File: config.mk
export PLATFORM = sky130hd
export DESIGN_NAME = rss_link_quality_tracker
export DESIGN_NICKNAME = d
export VERILOG_FILES = /design/src/design/rlqt_pkg.sv /design/src/design/rlqt_ctrl.sv /design/src/design/rlqt_dp.sv /design/src/design/rss_link_quality_tracker.sv
export SDC_FILE = /design/constraint.sdc
export NUM_CORES = 1
export LEC_CHECK = 0
export ABC_AREA = 0
export BUFFER_PORTS_ARGS = -buffer_cell sky130_fd_sc_hd__clkbuf_2
export CORE_ASPECT_RATIO = 0.7
export CORE_UTILIZATION = 35
export CTS_CLUSTER_SIZE = 30
export DETAILED_ROUTE_END_ITERATION = 10
export GPL_TIMING_DRIVEN = 0
export PLACE_DENSITY_LB_ADDON = 0.2
export SLEW_MARGIN = 10
export SYNTH_ARGS = -nofsm -noshare
export SYNTH_HDL_FRONTEND = slang
export SYNTH_SLANG_ARGS = --single-unit
File: constraint.sdc
create_clock -name clk -period 10.5 [get_ports clk]
set_clock_uncertainty 0.05 [all_clocks]
set_input_delay 1.575 -clock clk [delete_from_list [all_inputs] [get_ports clk]]
set_output_delay 1.575 -clock clk [all_outputs]
set_load 0.05 [all_outputs]
File: src/design/rlqt_pkg.sv
`timescale 1ns / 1ps
package rlqt_pkg;

  localparam int RSS_W   = 8;
  localparam int CFG_IDX_W = 3;
  localparam int CFG_DATA_W = 8;
  localparam int OUT_TDATA_W = 32;

  localparam logic signed [RSS_W-1:0] INVALID_RSS = 8'sd127;

  localparam logic OP_ADD   = 1'b0;
  localparam logic OP_CLEAR = 1'b1;

  localparam logic [CFG_IDX_W-1:0] REG_NOISE_FLOOR    = 3'd0;
  localparam logic [CFG_IDX_W-1:0] REG_THRESHOLD_LOW  = 3'd1;
  localparam logic [CFG_IDX_W-1:0] REG_THRESHOLD_MID  = 3'd2;
  localparam logic [CFG_IDX_W-1:0] REG_THRESHOLD_HIGH = 3'd3;
  localparam logic [CFG_IDX_W-1:0] REG_HYSTERESIS     = 3'd4;

  localparam logic signed [7:0] NOISE_FLOOR_RST    = -8'sd100;
  localparam logic [7:0]        THRESHOLD_LOW_RST  = 8'd2;
  localparam logic [7:0]        THRESHOLD_MID_RST  = 8'd10;
  localparam logic [7:0]        THRESHOLD_HIGH_RST = 8'd20;
  localparam logic [7:0]        HYSTERESIS_RST     = 8'd2;

  typedef struct packed {
    logic accept;
    logic load;
    logic step;
    logic step_last;
    logic cls;
    logic out_load;
  } rlqt_cmd_t;

  typedef struct packed {
    logic sample;
  } rlqt_status_t;

endpackage

File: src/design/rlqt_ctrl.sv
`timescale 1ns / 1ps
module rlqt_ctrl #(
  parameter int DIV_W = 14
) (
  input  logic                  clk,
  input  logic                  rst,
  input  logic                  s_tvalid,
  output logic                  s_tready,
  output logic                  m_tvalid,
  input  logic                  m_tready,
  input  rlqt_pkg::rlqt_status_t status,
  output rlqt_pkg::rlqt_cmd_t   cmd
);
  import rlqt_pkg::*;

  localparam int STEP_W = $clog2(DIV_W);
  localparam logic [STEP_W-1:0] STEP_LAST = STEP_W'(DIV_W - 1);

  localparam logic [2:0] S_IDLE = 3'd0;
  localparam logic [2:0] S_LOAD = 3'd1;
  localparam logic [2:0] S_DIV  = 3'd2;
  localparam logic [2:0] S_CLS  = 3'd3;
  localparam logic [2:0] S_FIN  = 3'd4;

  logic [2:0]        state, state_next;
  logic [STEP_W-1:0] step_cnt, step_cnt_next;
  logic              out_valid, out_valid_next;

  assign s_tready = (state == S_IDLE);
  assign m_tvalid = out_valid;

  always_comb begin
    state_next    = state;
    step_cnt_next = step_cnt;
    cmd           = '0;
    case (state)
      S_IDLE: begin
        if (s_tvalid) begin
          cmd.accept = 1'b1;
          state_next = status.sample ? S_LOAD : S_FIN;
        end
      end
      S_LOAD: begin
        cmd.load      = 1'b1;
        step_cnt_next = '0;
        state_next    = S_DIV;
      end
      S_DIV: begin
        cmd.step = 1'b1;
        if (step_cnt == STEP_LAST) begin
          cmd.step_last = 1'b1;
          state_next    = S_CLS;
        end else begin
          step_cnt_next = step_cnt + 1'b1;
        end
      end
      S_CLS: begin
        cmd.cls    = 1'b1;
        state_next = S_FIN;
      end
      S_FIN: begin
        if (!out_valid || m_tready) begin
          cmd.out_load = 1'b1;
          state_next   = S_IDLE;
        end
      end
      default: begin
        state_next = S_IDLE;
      end
    endcase
  end

  always_comb begin
    if (cmd.out_load) begin
      out_valid_next = 1'b1;
    end else if (m_tready) begin
      out_valid_next = 1'b0;
    end else begin
      out_valid_next = out_valid;
    end
  end

  always_ff @(posedge clk) begin
    if (rst) begin
      state     <= S_IDLE;
      step_cnt  <= '0;
      out_valid <= 1'b0;
    end else begin
      state     <= state_next;
      step_cnt  <= step_cnt_next;
      out_valid <= out_valid_next;
    end
  end

endmodule

File: src/design/rlqt_dp.sv
`timescale 1ns / 1ps
module rlqt_dp #(
  parameter int FRACTION_BITS = 3,
  parameter int COUNT_LOG2    = 3
) (
  input  logic                                clk,
  input  logic                                rst,
  input  logic                                cfg_valid,
  input  logic [rlqt_pkg::CFG_IDX_W-1:0]      cfg_index,
  input  logic [rlqt_pkg::CFG_DATA_W-1:0]     cfg_data,
  input  logic                                in_opcode,
  input  logic signed [rlqt_pkg::RSS_W-1:0]   in_rss,
  input  rlqt_pkg::rlqt_cmd_t                 cmd,
  output rlqt_pkg::rlqt_status_t              status,
  output logic [1:0]                          quality,
  output logic signed [7:0]                   average_rss,
  output logic [6:0]                          link_margin,
  output logic signed [7:0]                   last_rss,
  output logic                                sample_ignored
);
  import rlqt_pkg::*;

  localparam int MEAN_W = 8 + FRACTION_BITS;
  localparam int CNT_W  = COUNT_LOG2 + 1;
  localparam int DIV_W  = MEAN_W + COUNT_LOG2 + 1;
  localparam int PROD_W = MEAN_W + COUNT_LOG2;
  localparam logic [CNT_W-1:0] CNT_MAX = CNT_W'(1 << COUNT_LOG2);

  logic signed [7:0] noise_floor;
  logic [7:0]        threshold_low, threshold_mid, threshold_high, hysteresis;

  logic [MEAN_W-1:0] scaled_mean;
  logic [CNT_W-1:0]  sample_count;
  logic [1:0]        quality_level;
  logic signed [7:0] previous_sample;
  logic              have_prev;
  logic              ignored;
  logic [MEAN_W-1:0] new_val;
  logic [DIV_W-1:0]  dvd;
  logic [CNT_W-1:0]  rem;

  logic              is_invalid;
  logic signed [8:0] rss_ext;
  logic [8:0]        rss_neg;
  logic [7:0]        rss_mag;

  logic [PROD_W-1:0]            prod;
  logic [COUNT_LOG2-1:0]        cnt_m1;
  logic [CNT_W:0]               trial;
  logic                         qbit;
  logic [CNT_W-1:0]             rem_next;
  logic [DIV_W-1:0]             dvd_next;

  logic [7:0]        int_part;
  logic signed [9:0] avg10;
  logic signed [9:0] diff10;
  logic [6:0]        margin;
  logic signed [7:0] avg_out;
  logic [8:0]        t1, t2, t3, margin9;
  logic [1:0]        quality_new;

  // input decode
  assign is_invalid    = (in_rss == INVALID_RSS);
  assign status.sample = (in_opcode == OP_ADD) && !is_invalid;
  assign rss_ext       = {in_rss[7], in_rss};
  assign rss_neg       = 9'sd0 - rss_ext;
  assign rss_mag       = in_rss[7] ? rss_neg[7:0] : 8'd0;

  // restoring divide step
  assign cnt_m1   = COUNT_LOG2'(sample_count - 1'b1);
  assign prod     = PROD_W'(scaled_mean) * PROD_W'(cnt_m1);
  assign trial    = {rem, dvd[DIV_W-1]};
  assign qbit     = (trial >= {1'b0, sample_count});
  assign rem_next = qbit ? CNT_W'(trial - {1'b0, sample_count}) : CNT_W'(trial);
  assign dvd_next = {dvd[DIV_W-2:0], qbit};

  // rounded average and margin
  assign int_part = scaled_mean[MEAN_W-1:FRACTION_BITS];
  assign avg10    = 10'sd0 - $signed({2'b00, int_part})
                    - $signed({9'd0, scaled_mean[FRACTION_BITS-1]});
  assign diff10   = avg10 - $signed({{2{noise_floor[7]}}, noise_floor});
  assign avg_out  = (sample_count == '0) ? INVALID_RSS : avg10[7:0];

  always_comb begin
    if (sample_count == '0 || diff10 < 10'sd0) begin
      margin = 7'd0;
    end else if (diff10 > 10'sd127) begin
      margin = 7'd127;
    end else begin
      margin = diff10[6:0];
    end
  end

  // classification with hysteresis above the previous level
  assign t1 = {1'b0, threshold_low}
              + ((have_prev && quality_level == 2'd0) ? {1'b0, hysteresis} : 9'd0);
  assign t2 = {1'b0, threshold_mid}
              + ((have_prev && quality_level <= 2'd1) ? {1'b0, hysteresis} : 9'd0);
  assign t3 = {1'b0, threshold_high}
              + ((have_prev && quality_level <= 2'd2) ? {1'b0, hysteresis} : 9'd0);
  assign margin9 = {2'b00, margin};

  always_comb begin
    if (margin9 > t3) begin
      quality_new = 2'd3;
    end else if (margin9 > t2) begin
      quality_new = 2'd2;
    end else if (margin9 > t1) begin
      quality_new = 2'd1;
    end else begin
      quality_new = 2'd0;
    end
  end

  always_ff @(posedge clk) begin
    if (rst) begin
      noise_floor    <= NOISE_FLOOR_RST;
      threshold_low  <= THRESHOLD_LOW_RST;
      threshold_mid  <= THRESHOLD_MID_RST;
      threshold_high <= THRESHOLD_HIGH_RST;
      hysteresis     <= HYSTERESIS_RST;
    end else if (cfg_valid) begin
      case (cfg_index)
        REG_NOISE_FLOOR:    noise_floor    <= $signed(cfg_data);
        REG_THRESHOLD_LOW:  threshold_low  <= cfg_data;
        REG_THRESHOLD_MID:  threshold_mid  <= cfg_data;
        REG_THRESHOLD_HIGH: threshold_high <= cfg_data;
        REG_HYSTERESIS:     hysteresis     <= cfg_data;
        default: begin
        end
      endcase
    end
  end

  always_ff @(posedge clk) begin
    if (rst) begin
      scaled_mean     <= '0;
      sample_count    <= '0;
      quality_level   <= 2'd0;
      previous_sample <= INVALID_RSS;
      have_prev       <= 1'b0;
    end else begin
      if (cmd.accept) begin
        if (in_opcode == OP_CLEAR) begin
          scaled_mean     <= '0;
          sample_count    <= '0;
          quality_level   <= 2'd0;
          previous_sample <= INVALID_RSS;
        end else if (!is_invalid) begin
          previous_sample <= in_rss;
          have_prev       <= (sample_count != '0);
          if (sample_count < CNT_MAX) begin
            sample_count <= sample_count + 1'b1;
          end
        end
      end
      if (cmd.step_last) begin
        scaled_mean <= dvd_next[MEAN_W-1:0];
      end
      if (cmd.cls) begin
        quality_level <= quality_new;
      end
    end
  end

  always_ff @(posedge clk) begin
    if (cmd.accept) begin
      ignored <= (in_opcode == OP_ADD) && is_invalid;
      new_val <= MEAN_W'(rss_mag) << FRACTION_BITS;
    end
    if (cmd.load) begin
      dvd <= DIV_W'(prod) + DIV_W'(new_val);
      rem <= '0;
    end else if (cmd.step) begin
      dvd <= dvd_next;
      rem <= rem_next;
    end
    if (cmd.out_load) begin
      quality        <= quality_level;
      average_rss    <= avg_out;
      link_margin    <= margin;
      last_rss       <= previous_sample;
      sample_ignored <= ignored;
    end
  end

endmodule

File: src/design/rss_link_quality_tracker.sv
`timescale 1ns / 1ps
// RSS link quality tracker.
// Input beats carry one command: s_tuser = 0 adds the sample in s_tdata
// (signed dBm, 127 = invalid, ignored), s_tuser = 1 clears the tracker.
// Every input beat produces exactly one output beat with link quality,
// rounded average RSS, link margin, last valid RSS and an ignored flag.
// Config writes (cfg_valid/cfg_ready, index + 8-bit data) are always
// accepted; write only while the tracker is idle.
// Processing: a valid sample runs a load step, a bit-serial restoring
// divide of DIV_W = 9 + FRACTION_BITS + COUNT_LOG2 steps for the running
// mean, a classify step and an output step. Clear and invalid samples go
// straight from the accept to the output step. s_tready is high only
// when idle.
// The output register lets a new beat be accepted while a result waits;
// if m_tready stays low the tracker holds its next result and stalls.
// Reset (rst, synchronous) restores the register defaults and empties
// the average: no samples, quality 0, last RSS 127.
module rss_link_quality_tracker #(
  parameter int FRACTION_BITS = 3,
  parameter int COUNT_LOG2    = 3
) (
  input  logic                                 clk,
  input  logic                                 rst,
  input  logic                                 s_tvalid,
  output logic                                 s_tready,
  input  logic [rlqt_pkg::RSS_W-1:0]           s_tdata,  // [7:0] rss
  input  logic                                 s_tuser,  // [0] opcode
  output logic                                 m_tvalid,
  input  logic                                 m_tready,
  // [1:0] quality, [9:2] average_rss, [16:10] link_margin,
  // [24:17] last_rss, [31:25] zero
  output logic [rlqt_pkg::OUT_TDATA_W-1:0]     m_tdata,
  output logic                                 m_tuser,  // [0] sample_ignored
  input  logic                                 cfg_valid,
  output logic                                 cfg_ready,
  input  logic [rlqt_pkg::CFG_IDX_W-1:0]       cfg_index,
  input  logic [rlqt_pkg::CFG_DATA_W-1:0]      cfg_data
);
  import rlqt_pkg::*;

  localparam int DIV_W = 8 + FRACTION_BITS + COUNT_LOG2 + 1;

  rlqt_cmd_t         cmd;
  rlqt_status_t      status;
  logic [1:0]        quality;
  logic signed [7:0] average_rss;
  logic [6:0]        link_margin;
  logic signed [7:0] last_rss;

  assign cfg_ready = 1'b1;
  assign m_tdata   = {7'd0, last_rss, link_margin, average_rss, quality};

  rlqt_ctrl #(
    .DIV_W (DIV_W)
  ) u_ctrl (
    .clk      (clk),
    .rst      (rst),
    .s_tvalid (s_tvalid),
    .s_tready (s_tready),
    .m_tvalid (m_tvalid),
    .m_tready (m_tready),
    .status   (status),
    .cmd      (cmd)
  );

  rlqt_dp #(
    .FRACTION_BITS (FRACTION_BITS),
    .COUNT_LOG2    (COUNT_LOG2)
  ) u_dp (
    .clk            (clk),
    .rst            (rst),
    .cfg_valid      (cfg_valid),
    .cfg_index      (cfg_index),
    .cfg_data       (cfg_data),
    .in_opcode      (s_tuser),
    .in_rss         ($signed(s_tdata)),
    .cmd            (cmd),
    .status         (status),
    .quality        (quality),
    .average_rss    (average_rss),
    .link_margin    (link_margin),
    .last_rss       (last_rss),
    .sample_ignored (m_tuser)
  );

endmodule

==> results.py, run 1 <==
metrics = {
    "run_status": {
        "status": "finished clean",
    },
    "layout": {
        "finalNetCount": 1163,
        "diodes": 0,
        "final_util_pct": 41.6,
        "syn_to_final_growth_pct": 15.9,
        "drive_gt1_share_pct": 10.6,
        "layout_common_cells": "nand2_1, dfxtp_1, ha_1",
        "final_common_cell": "nand2_1",
    },
    "sta": {
        "finalSetupViolations": 0,
        "max_freq_mhz": 154,
        "finalHoldViolCount": 0,
        "slew_violations": 0,
        "finalCritPeriodShare_pct": 61.8,
        "min_period_ns": 6.49,
        "slew-limit-headroom_pct": 25.3,
        "rsz0062_at_grt": "false",
        "setup_tns_ns": 0,
        "tightestPinTransition_ns": 1.12,
    },
    "setup_path": {
        "r2r-end": "u_dp.quality_level[0]",
        "critPathRequiredTime_ns": 10.75,
        "rrSetupSlack_ns": 4.01,
        "reg2reg_from": "u_dp.scaled_mean[3]",
        "startpoint_type": "flop",
        "crit_type": "reg2reg",
        "path_max_fanout": 9,
        "crit_arrival_ns": 6.73,
        "crit_path_end_kind": "flop",
        "ff2ff_path_depth": 26,
    },
    "yosys": {
        "yosysTopAreaCellShare_pct": 18.3,
        "ys_async_sr_fraction_pct": 0,
        "syn-cell-area_um2": 8520,
        "yosysSeqAreaShare_pct": 35.9,
        "synth_seq_cells": 128,
        "yosys.cell_types.count": 70,
        "synth_area_leaders": "dfxtp_1, edfxtp_1, ha_1",
        "yosys.area.top_type": "dfxtp_1",
        "ys.flop_type": "dfxtp_1",
        "synth-edff-count": 50,
        "ys_warn_count": 0,
        "syn_inst": 961,
        "syn-mean-instance-area_um2": 8.87,
    },
    "min_path": {
        "min_path_type": "reg2reg",
        "whs_endpoint": "u_dp.sample_ignored",
        "holdPathStages": 0,
        "hold_start": "u_dp.ignored",
    },
    "clocking": {
        "cts_hold_buf": 0,
        "cts_num_sinks": 128,
        "root_buffer": "clkbuf_16",
        "htree_levels": 4,
        "clock_latency_ns": 0.43,
        "cts_tree": "built",
        "cts.path.max_buffers": 2,
        "cts_setup_buffers": 0,
        "clk_pin_slew_worst_paths_ns": 0.06,
        "cts_resized": 0,
        "numCtsBuffers": 17,
    },
    "floorplanning": {
        "die_area_um2": 25000,
        "core_area_um2": 23800,
        "die_h_um": 133,
        "die_w_um": 189,
        "start_util_pct": 35.9,
        "rows": 47,
        "ioPinCount": 61,
    },
    "routing": {
        "first_pass_iters": 5,
        "remaining_drc_errors": 0,
        "num_vias": 6920,
        "drt_iter0_drc": 556,
        "detail_route.vias_per_cell": 5.05,
        "wl_mm": 23.4,
        "wl_per_cell_um": 17.1,
        "drtAntennaViolNets": 0,
    },
    "place": {
        "hpwl_mm": 17.8,
        "port-buffer-count": 52,
        "routabilityCongestion": 0.870,
    },
    "power_and_ir_drop": {
        "ir_drop_v": 0.000118,
        "cellPowerDensity_nw_per_um2": 145,
        "p_leak_uw": 0.00428,
    },
    "grt": {
        "grt_first_pass_wirelength_mm": 36.7,
        "grt_max_degree": 27,
        "grt_pass1_vias": 6365,
        "grt_antenna_before_repair": 0,
        "gr-total-overflow": 0,
        "grtUsageTotal_pct": 19.4,
    },
    "flow_run": {
        "cap_violations": 0,
    },
}
==> metrics by stage <==
step	hold WS (ns)	cells	power, uW	setup WS [ns]	area (um^2)
global route	0.386	1370	1490	3.50	9880
CTS	0.377	1370	1440	4.17	9880
floorplan	0.350	967	705	5.59	8550
finish	0.371	1370	1430	4.01	9880
detailed placement	0.362	1338	769	4.20	9220
global placement	0.366	1337	764	4.17	9210
==> cell families (layout without fill, tap and decap cells) <==
family                     after synthesis  in the layout  synth area share, %
adders and majority gates              100            100                 16.7
buffers and inverters                  106            191                 5.12
AOI/OAI and AO/OA                      199            199                 15.3
xor gates and xnor gates                47             47                 4.83
muxes                                    8              8                0.939
other                                    2              8               0.0881
DFF                                    128            128                 35.9
and+or+nand+nor                        371            371                 21.1
==> synth_stat cells, types with 7 or more instances <==
cell type / instances
nand2_1: 137
dfxtp_1: 78
ha_1: 76
nor2_1: 72
a21oi_1: 66
inv_1: 64
edfxtp_1: 50
and2_1: 37
nand2b_1: 31
o21ai_0: 31
clkbuf_1: 29
xnor2_1: 26
fa_1: 23
nor2b_1: 23
xor2_1: 21
nor3_1: 17
a21o_1: 15
a22oi_1: 11
nand3_1: 9
o22ai_1: 9
and3_1: 8
buf_4: 8
mux2i_1: 8
o21a_1: 8
a211o_1: 7
o21bai_1: 7
==> metal layers <==
metal | track usage [%] | vias to the layer above | share of wire (%)
met3 | 3.00 | 14 | 5.1
met2 | 26.9 | 180 | 39
li1 | - | 3471 | -
met4 | 4.84 | 0 | 0.80
met5 | 0 | - | 0
met1 | 30.8 | 3255 | 55
==> registers in the layout, summed over array words and instances (netlist names), 8 cells and up <==
signal and cells:
u_dp.dvd 15, u_dp.scaled_mean 11, u_dp.average_rss 8, u_dp.hysteresis 8, u_dp.last_rss 8, u_dp.new_val 8
u_dp.noise_floor 8, u_dp.previous_sample 8, u_dp.threshold_high 8, u_dp.threshold_low 8, u_dp.threshold_mid 8
==> critical path, stage by stage (launching register included) <==
cell	delay, ns
dfxtp_1	0.30
clkbuf_1	0.23
inv_1	0.15
ha_1	0.15
clkbuf_1	0.30
nor2b_1	0.30
o21ai_0	0.13
o21ai_0	0.10
nand3b_1	0.16
xnor2_1	0.31
ha_1	0.33
a21oi_1	0.23
nand2_1	0.09
o21ai_0	0.28
xnor2_1	0.16
o221ai_1	0.18
o21a_1	0.20
or3_1	0.38
a21oi_1	0.65
ha_1	0.37
a21oi_1	0.13
nor4bb_1	0.09
a311o_1	0.32
nor2_1	0.11
a31oi_1	0.06
o31ai_1	0.46
o32ai_1	0.14
==> how the worst max path moves through the flow <==
stage / start / endpoint / cells after the start
final: u_dp.scaled_mean[3] / u_dp.quality_level[0] / 26
after global placement: u_dp.scaled_mean[3] / u_dp.quality_level[0] / 26
after global routing: u_dp.scaled_mean[3] / u_dp.quality_level[0] / 26
after floorplan: u_dp.scaled_mean[3] / u_dp.quality_level[1] / 25
after detailed placement: u_dp.scaled_mean[3] / u_dp.quality_level[0] / 25
after CTS: u_dp.scaled_mean[3] / u_dp.quality_level[0] / 25
==> report_power, final <==
group	leakage (uW)	internal, uW	total, uW	switching, uW
Sequential	0.00109	543	557	14.0
Combinational	0.00286	67.8	202	134
Clock	0.000328	433	671	239
Total	0.00428	1040	1430	387
==> final cells by class <==
type	count	area, um^2
Timing Repair Buffer	53	268
Fill cell	2430	13900
Clock buffer	20	489
Tap cell	318	398
Clock inverter	12	173
Sequential cell	128	3060
Inverter	65	244
Multi-Input combinational cell	733	5050
Buffer	41	193
Note: power is estimated with default switching activity, not from simulation.
==> inputs of run 2 (changes only) <==
clock period = 6.81 ns   (was 10.5 ns; I/O delays follow)
==> run 2 against run 1 <==
Critical path depth is 1 lower. Global-route usage unchanged. Cell area is 0.11% higher. Clock power grew 55%. Critical endpoint unchanged. Core utilization about the same. Maximum frequency is 1.6% higher. Register-to-register slack worse by 3.6 ns. Setup slack lost 3.6 ns. Total power rose by 54%. Worst hold slack about the same. Sequential power rose by 54%. Non-clock buffer count unchanged.
==> results.py, run 2 (synthesis gave the netlist of run 1 again) <==
metrics = {
    "clocking": {
        "clk_pin_slew_worst_paths_ns": 0.06,
        "cts.path.max_buffers": 2,
        "cts_setup_buffers": 0,
        "cts_num_sinks": 128,
        "root_buffer": "clkbuf_16",
        "htree_levels": 4,
        "clock_latency_ns": 0.43,
        "numCtsBuffers": 17,
        "cts_tree": "built",
    },
    "grt": {
        "grt_antenna_before_repair": 0,
        "grt_max_degree": 27,
        "grt_pass1_vias": 6365,
        "gr-total-overflow": 0,
        "grtUsageTotal_pct": 19.4,
        "grt_first_pass_wirelength_mm": 36.7,
    },
    "sta": {
        "min_period_ns": 6.39,
        "finalHoldViolCount": 0,
        "setup_slack_ns": 0.424,
        "finalSetupViolations": 0,
        "slew-limit-headroom_pct": 25.0,
        "rsz0062_at_grt": "false",
        "fin_hold_ws_ns": 0.371,
        "max_freq_mhz": 157,
        "finalCritPeriodShare_pct": 93.8,
        "tightestPinTransition_ns": 1.12,
        "slew_violations": 0,
        "setup_tns_ns": 0,
    },
    "routing": {
        "first_pass_iters": 5,
        "remaining_drc_errors": 0,
        "drt_iter0_drc": 529,
        "wl_per_cell_um": 17.1,
        "drtAntennaViolNets": 0,
        "wl_mm": 23.4,
        "detail_route.vias_per_cell": 5.05,
        "num_vias": 6915,
    },
    "floorplanning": {
        "rows": 47,
        "start_util_pct": 35.9,
        "ioPinCount": 61,
        "die_w_um": 189,
        "die_area_um2": 25000,
        "die_h_um": 133,
        "core_area_um2": 23800,
    },
    "layout": {
        "final_cells": 1370,
        "regMostFlops": "u_dp.dvd",
        "layout_common_cells": "nand2_1, dfxtp_1, ha_1",
        "syn_to_final_growth_pct": 16.0,
        "drive_gt1_share_pct": 10.8,
        "largestRegisters": "u_dp.dvd x15, u_dp.scaled_mean x11",
        "largest_reg_flops": 15,
        "finalNetCount": 1163,
        "final_common_cell": "nand2_1",
        "diodes": 0,
    },
    "flow_run": {
        "cap_violations": 0,
    },
    "place": {
        "pre_cts_slack_ns": 0.507,
        "routabilityCongestion": 0.870,
        "hpwl_mm": 17.8,
        "dp_cells": 1338,
        "port-buffer-count": 52,
    },
    "setup_path": {
        "crit_path_end_kind": "flop",
        "crit_type": "reg2reg",
        "startpoint_type": "flop",
        "crit_arrival_ns": 6.63,
        "critPathRequiredTime_ns": 7.05,
        "path_max_fanout": 9,
    },
    "min_path": {
        "min_path_type": "reg2reg",
    },
    "run_status": {
        "status": "finished clean",
    },
    "power_and_ir_drop": {
        "cellPowerDensity_nw_per_um2": 223,
        "ir_drop_v": 0.000182,
        "p_leak_uw": 0.00428,
    },
}
==> run 2: final timing paths <==
| kind | startpoint | to | slack, ns | cells after the start |
|---|---|---|---|---|
| setup / recovery | u_dp.scaled_mean[3] | u_dp.quality_level[0] | 0.42 | 25 |
| hold / removal | u_dp.ignored | u_dp.sample_ignored | 0.37 | 0 |
| setup reg to reg | u_dp.scaled_mean[3] | u_dp.quality_level[0] | 0.42 | 25 |
| hold reg to reg | u_dp.ignored | u_dp.sample_ignored | 0.37 | 0 |
==> run 2: repair_timing <==
item	in CTS	in global routing
setup endpoints to repair	0	2
hold endpoints to repair	0	0
gates resized for setup	0	3
hold buffers	0	0
==> run 2: final cells by class <==
class	count	area [um^2]
buffer	41	193
clock buffer	20	489
clock inverter	12	173
fill	2430	13900
inverter	65	244
multi-input combinational	733	5060
sequential	128	3060
tap	318	398
timing repair buffer	53	268
==> run 2: stage by stage <==
step           area, um^2  util, %  total power (uW)
5_1_grt              9890     41.6              2290
3_3_place_gp         9210     38.7              1180
6_report             9890     41.6              2210
3_5_place_dp         9220     38.8              1190
4_1_cts              9880     41.6              2220
2_1_floorplan        8550        -              1090
==> run 2: per-layer routing <==
metal,track usage (%),share of wire [%]
met1,30.8,55
met2,26.9,39
met3,3.00,4.8
met4,4.84,0.83
met5,0,0
==> run 2: where the power goes <==
part | internal, uW | leakage (uW) | switching, uW | total [uW]
sequential | 837 | 0.00109 | 21.6 | 859
combinational | 105 | 0.00286 | 207 | 312
clock | 667 | 0.000328 | 368 | 1040
total | 1610 | 0.00428 | 597 | 2210
==> run 2: worst max-delay path, stage by stage, from the launching register on <==
cell and delay, ns:
dfxtp_1 0.31, clkbuf_1 0.38, inv_1 0.14, ha_1 0.22, clkbuf_1 0.19, nand2b_1 0.21, o21ai_0 0.21, nand3b_1 0.16
xnor2_1 0.31, ha_1 0.33, a21oi_1 0.23, nand2_1 0.10, o211ai_1 0.28, o2bb2ai_1 0.18, nor3_1 0.10, or3_1 0.34
buf_2 0.17, a21oi_1 0.58, ha_1 0.36, nor2b_1 0.15, o21a_1 0.17, a311o_1 0.34, nor2_1 0.11, a31oi_1 0.06
o31ai_1 0.45, o32ai_1 0.14
==> inputs of run 3 (changes only) <==
CORE_UTILIZATION = 60   (was 35)
REMOVE_ABC_BUFFERS = 1   (was not set)
==> run 3 against run 2 <==
First-iteration DRC count grew 46%. Critical endpoint unchanged. Sequential cell count is the same. Setup slack lost 0.084 ns. Highest routed layer unchanged. Register-to-register slack lost 0.08 ns. Sequential power grew 0.6%. Maximum frequency shrank 1.3%. Count of clock-buffer cells in the layout grew 1. Critical path depth shrank 1. Non-clock buffer count shrank 41.
==> results.py, run 3 (synthesis gave the netlist of run 1 again) <==
metrics = {
    "setup_path": {
        "rrSetupSlack_ns": 0.34,
        "crit_type": "reg2reg",
        "crit_arrival_ns": 6.75,
        "crit_top_cell": "ha_1",
        "critPathRequiredTime_ns": 7.09,
        "crit_slowest_cell": "a21oi_1",
        "reg2reg_from": "u_dp.scaled_mean[3]",
        "crit_chain": "inv_1 > ha_1 > inv_1 > ha_1 > nand2_1 > o21ai_0 > a32o_1 > xnor2_1 > ha_1 > o21a_1 > o31a_1 > o41ai_1 > o221ai_1 > o21a_1 > or3_1 > a21oi_1 > ha_1 > a21oi_1 > nor4bb_1 > a311o_1 > nor2_1 > a31oi_1 > a21oi_1 > o32ai_1",
        "path_max_fanout": 9,
        "path_buf_inv": 2,
        "critical-path-max-stage-delay_ns": 0.73,
        "critical-path-top-delay-family": "compound AO/OA/AOI/OAI gates",
        "startpoint_type": "flop",
        "crit_path_end_kind": "flop",
        "r2r-end": "u_dp.quality_level[0]",
        "ff2ff_path_depth": 24,
    },
    "layout": {
        "layout_common_cells": "nand2_1, dfxtp_1, ha_1",
        "final_common_cell": "nand2_1",
        "regMostFlops": "u_dp.dvd",
        "stdcell_area_um2": 9460,
        "diodes": 0,
        "drive_gt1_share_pct": 9.59,
        "finalNetCount": 1122,
        "largest_reg_flops": 15,
        "final_cells": 1201,
        "syn_to_final_growth_pct": 10.9,
        "largestRegisters": "u_dp.dvd x15, u_dp.scaled_mean x11",
    },
    "floorplanning": {
        "die_area_um2": 14700,
        "core_area_um2": 13900,
        "die_w_um": 144,
        "rows": 36,
        "die_h_um": 102,
        "ioPinCount": 61,
        "start_util_pct": 61.4,
    },
    "sta": {
        "setup_tns_ns": 0,
        "finalHoldViolCount": 0,
        "finalSetupViolations": 0,
        "min_period_ns": 6.47,
        "tightestPinTransition_ns": 1.01,
        "max_freq_mhz": 155,
        "slew-limit-headroom_pct": 32.5,
        "setup_slack_ns": 0.340,
        "rsz0062_at_grt": "false",
        "slew_violations": 0,
        "finalCritPeriodShare_pct": 95.0,
    },
    "clocking": {
        "root_buffer": "clkbuf_16",
        "cts_num_sinks": 128,
        "cts.path.max_buffers": 2,
        "cts_tree": "built",
        "cts_setup_buffers": 0,
        "clk_pin_slew_worst_paths_ns": 0.06,
        "htree_levels": 4,
        "clock_latency_ns": 0.43,
        "cts_hold_buf": 0,
        "numCtsBuffers": 17,
        "cts_resized": 0,
    },
    "grt": {
        "grtUsageTotal_pct": 29.4,
        "grt_antenna_before_repair": 0,
        "gr-total-overflow": 0,
        "grt_max_degree": 75,
        "grt_pass1_vias": 6153,
        "grt_first_pass_wirelength_mm": 32.1,
    },
    "min_path": {
        "holdPathStages": 0,
        "min_path_type": "reg2reg",
        "whs_endpoint": "u_dp.last_rss[1]",
        "hold_start": "u_dp.previous_sample[1]",
    },
    "routing": {
        "num_vias": 6924,
        "first_pass_iters": 5,
        "wl_mm": 20.3,
        "detail_route.vias_per_cell": 5.77,
        "remaining_drc_errors": 0,
        "drtAntennaViolNets": 0,
        "wl_per_cell_um": 16.9,
        "drt_iter0_drc": 773,
    },
    "power_and_ir_drop": {
        "finalPower_uw": 2080,
        "clockPowerShare_pct": 44.6,
        "switching_power_uw": 560,
        "p_leak_uw": 0.00414,
        "intPower_uw": 1520,
        "swShare_pct": 27.0,
        "ir_drop_v": 0.000182,
        "cellPowerDensity_nw_per_um2": 220,
        "seqPwrFrac_pct": 41.6,
        "combPwrFrac_pct": 13.9,
    },
    "run_status": {
        "status": "finished clean",
    },
    "place": {
        "routabilityCongestion": 0.897,
        "pre_cts_slack_ns": 0.586,
        "dp_cells": 1169,
        "hpwl_mm": 15.0,
        "port-buffer-count": 52,
        "placed_cell_area_um2": 8870,
    },
    "flow_run": {
        "cap_violations": 0,
    },
}
## run 3: changes by cell type in the layout (fill, tap and decap cells not counted), moves of 2 or more
cell | previous run | this run
a21oi_1 | 63 | 66
a21oi_2 | 3 | 0
buf_1 | 2 | 0
buf_4 | 9 | 1
clkbuf_1 | 29 | 3
clkbuf_16 | 19 | 17
clkinvlp_4 | 1 | 4
inv_4 | 2 | 0
inv_6 | 2 | 0
## run 3: worst max-delay path by stage
stage	from	slack, ns	cells after the start	to
finish	u_dp.scaled_mean[3]	0.34	24	u_dp.quality_level[0]
global route	u_dp.scaled_mean[3]	0.02	25	u_dp.quality_level[0]
CTS	u_dp.scaled_mean[3]	0.52	24	u_dp.quality_level[0]
detailed placement	u_dp.scaled_mean[3]	0.59	24	u_dp.quality_level[0]
global placement	u_dp.scaled_mean[3]	0.66	22	u_dp.quality_level[0]
floorplan	u_dp.scaled_mean[6]	2.00	20	u_dp.quality_level[0]
## run 3: stage by stage
step                      hold slack, ns  utilization (%)
final                              0.381             68.2
after global routing               0.395             68.2
after CTS                          0.383             68.2
after detailed placement           0.372             63.9
after global placement             0.364             63.8
after floorplan                    0.350                -
## run 3: power groups by stage
| stage | Combinational (uW) | Clock (uW) | Sequential (uW) |
|---|---|---|---|
| CTS | 284 | 928 | 863 |
| global placement | 275 | 0 | 879 |
| detailed placement | 281 | 0 | 879 |
| finish | 288 | 925 | 864 |
| floorplan | 187 | 0 | 888 |
| global route | 322 | 961 | 868 |
## run 3: cell type report
cell class / count / area [um^2]
Clock buffer: 21 / 450
Clock inverter: 11 / 139
Fill cell: 1143 / 4420
Inverter: 65 / 244
Multi-Input combinational cell: 733 / 5050
Sequential cell: 128 / 3060
Tap cell: 190 / 238
Timing Repair Buffer: 53 / 270
## run 3: routing by layer
| metal | track usage, % | part of all wire [%] | vias to the layer above | wire length [um] |
|---|---|---|---|---|
| met5 | 0 | 0 | - | 0 |
| met4 | 6.07 | 0.88 | 0 | 178 |
| met3 | 9.31 | 8.4 | 19 | 1700 |
| met2 | 39.1 | 39 | 247 | 7960 |
| met1 | 45.7 | 52 | 3269 | 10500 |
| li1 | - | - | 3389 | - |
